==> config.mk <==
export PLATFORM = sky130hd
export DESIGN_NAME = wcg_divider
export DESIGN_NICKNAME = d
export VERILOG_FILES = /design/src/rtl/wcg_pkg.sv /design/src/rtl/wcg_divider.sv
export SDC_FILE = /design/constraint.sdc
export NUM_CORES = 2
export LEC_CHECK = 0
export BUFFER_PORTS_ARGS = -buffer_cell sky130_fd_sc_hd__clkbuf_2
export CELL_PAD_IN_SITES_DETAIL_PLACEMENT = 0
export CELL_PAD_IN_SITES_GLOBAL_PLACEMENT = 1
export CORE_MARGIN = 5
export CORE_UTILIZATION = 51
export CTS_CLUSTER_DIAMETER = 120
export DETAILED_ROUTE_END_ITERATION = 6
export PLACE_DENSITY = 0.77
export SLEW_MARGIN = 25
export SYNTH_ARGS = -nofsm -noshare
export SYNTH_HDL_FRONTEND = slang
export SYNTH_MEMORY_MAX_BITS = 65536
export SYNTH_SLANG_ARGS = --single-unit
==> constraint.sdc <==
create_clock -name clk -period 3.55 [get_ports clk]
set_input_delay 0.71 -clock clk [delete_from_list [all_inputs] [get_ports clk]]
set_output_delay 0.71 -clock clk [all_outputs]
set_load 0.03 [all_outputs]
==> src/rtl/wcg_pkg.sv <==
// Shared types and constants of the window coefficient generator.
package wcg_pkg;

    // Register word selected by paddr[2].
    localparam logic REG_LENGTH = 1'b0;
    localparam logic REG_SHAPE  = 1'b1;

    // Shape codes held in the shape register.
    localparam logic [2:0] SHAPE_HANN      = 3'd0;
    localparam logic [2:0] SHAPE_HALF_ROOT = 3'd1;
    localparam logic [2:0] SHAPE_ROOT      = 3'd2;
    localparam logic [2:0] SHAPE_QUAD_ROOT = 3'd3;
    localparam logic [2:0] SHAPE_TRI       = 3'd4;

    localparam logic [12:0] LENGTH_RESET = 13'd1024;

    // Pi in Q30.
    localparam logic [31:0] PI_Q30 = 32'd3373259426;

    // Taylor series divisors and their reciprocals floor(2^34 / k).
    localparam logic [6:0]  SIN_DIV   [5] = '{7'd110, 7'd72, 7'd42, 7'd20, 7'd6};
    localparam logic [31:0] SIN_RECIP [5] = '{32'd156180628, 32'd238609294,
                                              32'd409044504, 32'd858993459,
                                              32'd2863311530};

    localparam int DIV_STAGES  = 45;
    localparam int SINE_STAGES = 19;
    localparam int SQRT_STAGES = 31;

    // Control information that travels with every transaction.
    typedef struct packed {
        logic        oor;
        logic [2:0]  shape;
        logic        peak;
        logic        tri_sat;
        logic [31:0] tri_val;
    } ctl_t;

endpackage

==> src/rtl/wcg_divider.sv <==
// Pipelined restoring divider computing floor(num * 2^32 / den), one quotient bit per stage.
module wcg_divider
(
    input  logic              clk,
    input  logic              rst_n,
    input  logic              in_valid,
    input  wcg_pkg::ctl_t     in_ctl,
    input  logic [12:0]       in_num,
    input  logic [12:0]       in_den,
    output logic              out_valid,
    output wcg_pkg::ctl_t     out_ctl,
    output logic [33:0]       out_quot
);

    localparam int N = wcg_pkg::DIV_STAGES;

    logic          vld_reg  [0:N-1];
    wcg_pkg::ctl_t ctl_reg  [0:N-1];
    logic [12:0]   num_reg  [0:N-1];
    logic [12:0]   den_reg  [0:N-1];
    logic [12:0]   rem_reg  [0:N-1];
    logic [33:0]   quot_reg [0:N-1];

    genvar j;
    generate
        for (j = 0; j < N; j++)
        begin : g_stage
            logic          src_vld;
            wcg_pkg::ctl_t src_ctl;
            logic [12:0]   src_num;
            logic [12:0]   src_den;
            logic [12:0]   src_rem;
            logic [33:0]   src_quot;
            logic [13:0]   shifted;
            logic          ge;
            logic [12:0]   rem_next;
            logic [33:0]   quot_next;

            if (j == 0)
            begin : g_first
                assign src_vld  = in_valid;
                assign src_ctl  = in_ctl;
                assign src_num  = in_num;
                assign src_den  = in_den;
                assign src_rem  = '0;
                assign src_quot = '0;
            end
            else
            begin : g_next
                assign src_vld  = vld_reg[j-1];
                assign src_ctl  = ctl_reg[j-1];
                assign src_num  = num_reg[j-1];
                assign src_den  = den_reg[j-1];
                assign src_rem  = rem_reg[j-1];
                assign src_quot = quot_reg[j-1];
            end

            always_comb
            begin
                shifted   = {src_rem, src_num[12]};
                ge        = shifted >= {1'b0, src_den};
                rem_next  = ge ? 13'(shifted - {1'b0, src_den}) : shifted[12:0];
                quot_next = {src_quot[32:0], ge};
            end

            always_ff @(posedge clk or negedge rst_n)
            begin
                if (!rst_n)
                    vld_reg[j] <= 1'b0;
                else
                    vld_reg[j] <= src_vld;
            end

            always_ff @(posedge clk)
            begin
                ctl_reg[j]  <= src_ctl;
                num_reg[j]  <= {src_num[11:0], 1'b0};
                den_reg[j]  <= src_den;
                rem_reg[j]  <= rem_next;
                quot_reg[j] <= quot_next;
            end
        end
    endgenerate

    assign out_valid = vld_reg[N-1];
    assign out_ctl   = ctl_reg[N-1];
    assign out_quot  = quot_reg[N-1];

endmodule

* After elaboration in Yosys (flattened, before gate mapping)
Memories as Yosys holds them, arrays and structs flattened.
Index checks and enable logic that the tools add are counted.
** Word-level totals
- Memories kept :: 5
- Bits in writable memories :: 4950
- Bits in registers :: 45
** Cells by class
- $lt $le $gt $ge :: 45
- Muxes and demuxes :: 45
- Add/sub/neg operators :: 45
** Memory list
- ctl_reg :: depth 45, width 38, read ports 45, clocked after memory_dff 0, write ports 45, line wcg_divider.sv:18 : wcg_pkg::ctl_t ctl_reg [0:N-1];
- quot_reg :: depth 45, width 34, read ports 45, clocked after memory_dff 0, write ports 45, line wcg_divider.sv:22 : logic [33:0] quot_reg [0:N-1];
- den_reg :: depth 45, width 13, read ports 44, clocked after memory_dff 0, write ports 45, line wcg_divider.sv:20 : logic [12:0] den_reg [0:N-1];
- rem_reg :: depth 45, width 13, read ports 44, clocked after memory_dff 0, write ports 45, line wcg_divider.sv:21 : logic [12:0] rem_reg [0:N-1];
- num_reg :: depth 45, width 12, read ports 44, clocked after memory_dff 0, write ports 45, line wcg_divider.sv:19 : logic [12:0] num_reg [0:N-1];
** Operators with widths (count)
- >= comparator 14 x 13 -> 1 bit :: 44
- two-way mux 13 bit :: 45
- subtractor 13 bit :: 44
- >= comparator 1 x 13 -> 1 bit :: 1
- subtractor 1 x 13 -> 13 bit :: 1

* Depth between registers and ports, before layout
An unclocked memory read counts as a cell.
- Word-level depth :: 3
- Mapped depth :: 12
- Mapped depth without buffers :: 11

* Worst setup path before layout
OpenSTA, ideal clock, no wires.
- Kind :: reg2reg
- Start :: memory num_reg[0][11] (netlist bit)
- End :: memory rem_reg[1][4], in the netlist rem_reg[0][17]
- Library setup time :: 121 ps
- Cell stages (with the launch flop) :: 12
- Required time :: 3429 ps
- Setup slack :: 802 ps
- Arrival :: 2627 ps
- Cells stage by stage :: dfxtp_1 > inv_1 > ha_1 > fa_1 > nor2b_4 > o21ai_2 > a21oi_1 > nor3_2 > or4b_4 > a311oi_4 > buf_8 > mux2_4
** RTL lines (line)
- start: declaration :: wcg_divider.sv:19
- end: declaration :: wcg_divider.sv:21

==> flow_summary.ini <==
[sta]
worst_slack_ns = 0.500
setup_viol = 0
hold_viol = 0
fin_worst_skew_ns = 0.0811
rsz0062_at_grt = no
worstMarginPinSlew_ns = 0.811
fmax_mhz = 328
tns_ns = 0
drv_slew = 0
relSlewSlack = 0.459
final.min_clock_period_ns = 3.05
period_share = 0.859

[critical_path]
r2r_end = rem_reg[0][157]
worstPathRequired_ns = 4.31
reg2regPathDepth = 9
startpoint_type = flop
arrival_ns = 3.81
crit_path_end_kind = flop
reg2reg_from = den_reg[0][143]
criticalPathCategory = reg2reg
reg2reg_slack_ns = 0.50
cp-startpoint = den_reg[0][143]
cp-endpoint = rem_reg[0][157]
crit_fanout = 25

[routing]
drc = 0
dr_total_vias = 57300
antenna_left = 0
dr.first_iter.drc_count = 2522
wl_um = 169000
via_per_inst = 4.71
dr.pass1.iters = 7
wl_per_cell_um = 13.9

[pwr]
fin_total_pwr_w = 0.117
vdd_drop_max_mv = 0.606
p_leak_nw = 55.9
p_per_area_mw_per_mm2 = 950

[run]
max-cap-violations = 0

[synth]
syn_avg_cell_area_um2 = 12.4
yosys.area.top_type = dfxtp_1
ys_async_sr_fraction = 0.0126
synth_cell_types = 85
synth_warnings = 0
syn-num-nets = 9273
synthFlopType = dfxtp_1
syn_area_mm2 = 0.107
synth-edff-count = 0
synth.area.top_cells = dfxtp_1 (66%), ha_1 (6.7%), inv_1 (2.6%)
netlist_instances = 8590
ys_ff_latch = 3572
yosysTopAreaCellShare = 0.661
synth_seq_area_share = 0.671

[finish]
fin_util = 0.589
regArea_mm2 = 0.0717
drive_gt1_frac = 0.124
multi_input_area_mm2 = 0.0317
fin_area_mm2 = 0.123
antenna_cells = 0
finish.net_count = 9773
largest_reg_flops = 1710
synthToLayoutAreaGrowth_pct = 15.3
fill_cells = 16700

[floorplanning]
core_area_mm2 = 0.209
die_area_mm2 = 0.219
initial_core_util = 0.511
die_width_um = 468
rows = 168
die_height_um = 468
io_pins = 140

[clocking]
cts_tree = built
htreeDepth = 5
cts.sink_count = 3572
cts_resized = 0
holdBufCountCts = 66
clk_pin_slew_ns = 0.06
clock_path_buffers = 4
insertion_delay_ns = 0.95
cts_setup_buffers = 0
clock-root-buffer = clkbuf_16
numCtsBuffers = 356

[global_routing]
antenna_found_initial = 3
gr-total-overflow = 0
grt_pass1_wl_um = 285000
grt.total_usage = 0.156
grt_pass1_vias = 58700
grt_max_degree = 46

[hold_path]
hp-class = reg2reg
min_from = ctl_reg[1][346]

[status]
status = complete, no violations

[place]
dpl-instance-area_mm2 = 0.111
dp_slack_ns = 0.544
portBuffers = 139
gp_congestion = 0.851
hpwlAfterDp_um = 118000
[how the worst min path moves through the flow]
stage                      end  slack, ns  cells after the start
2_1_floorplan  ctl_reg[0][100]       0.31                      0
3_5_place_dp   ctl_reg[2][209]       0.31                      0
4_1_cts         ctl_reg[2][34]       0.26                      0
3_3_place_gp    num_reg[0][31]       0.31                      0
6_report       ctl_reg[1][384]       0.27                      0
5_1_grt        ctl_reg[0][116]       0.26                      0
[placed cells by master (no fill, tap or decap), drive strengths merged, types with 24 or more instances in the layout]
cell type / count
or3: 35
a211oi: 34
o31ai: 105
nor3: 126
a31oi: 36
clkinv: 58
nand3: 74
xor2: 150
nor4: 24
ha: 573
bufinv: 27
nand2: 344
mux2i: 52
o21ai: 400
mux2: 299
buf: 61
nand4: 53
dfrtp: 45
and3: 39
a21boi: 33
dfxtp: 3527
clkbuf: 635
nor2b: 115
o21a: 77
nor2: 377
and2: 32
a21oi: 330
clkinvlp: 25
inv: 757
dlygate4sd3: 66
nand2b: 111
a21o: 192
fa: 43
xnor2: 226
[worst max-delay path, stage by stage (launching register included)]
cell and delay, ns:
dfxtp_1 0.44, ha_1 0.21, inv_1 0.06, fa_1 0.40, a21oi_1 0.20, o21ai_0 0.12, a21oi_1 0.37, a21o_1 0.17
a31o_2 0.46, mux2_2 0.43
[cell type report]
cell class	count	area share
Sequential cell	3572	0.582
Multi-Input combinational cell	4149	0.257
Clock buffer	497	0.0834
Tap cell	2805	0.0285
Inverter	746	0.0227
Timing Repair Buffer	265	0.0148
Clock inverter	121	0.0116
[cells by family (layout without fill, tap and decap cells)]
| family | count (synthesis) | in the layout | share of synthesized area |
|---|---|---|---|
| AOI/OAI and AO/OA | 1402 | 1402 | 0.0856 |
| and+or+nand+nor | 1404 | 1404 | 0.0662 |
| xor gates and xnor gates | 376 | 376 | 0.0308 |
| DFF | 3572 | 3572 | 0.671 |
| adders and majority gates | 616 | 616 | 0.0751 |
| buffers and inverters | 869 | 1629 | 0.0328 |
| muxes | 351 | 351 | 0.0383 |
[cell usage after synthesis, drive strengths merged (36+ instances only)]
library cell	n
nand2	344
nand3	74
o21a	77
buf	65
dfrtp	45
a31oi	36
nor2	377
clkbuf	58
o31ai	105
nor2b	115
mux2i	52
nand4	53
o21ai	400
nor3	126
dfxtp	3527
fa	43
nand2b	111
mux2	299
xor2	150
and3	39
a21o	192
xnor2	226
a21oi	330
inv	746
ha	573
[per-stage QoR]
step	hold WS, ns	std cells
3_3_place_gp	0.309	11500
5_1_grt	0.260	12200
2_1_floorplan	0.310	8590
6_report	0.268	12200
4_1_cts	0.262	12200
3_5_place_dp	0.312	11500
[report_power, final]
part,internal [W],leakage (nW),switching [W]
clock,0.0221,5.72,0.0144
sequential,0.0481,30.2,0.00313
combinational,0.0137,19.9,0.0156
total,0.0839,55.9,0.0331
[metal layers]
layer	global-route usage	wire, µm	vias up
li1	-	-	29700
met1	0.199	78300	26400
met2	0.262	78700	824
met3	0.0309	6430	374
met4	0.0584	5050	0
met5	0	0	-
Note: power is estimated with default switching activity, not from simulation.
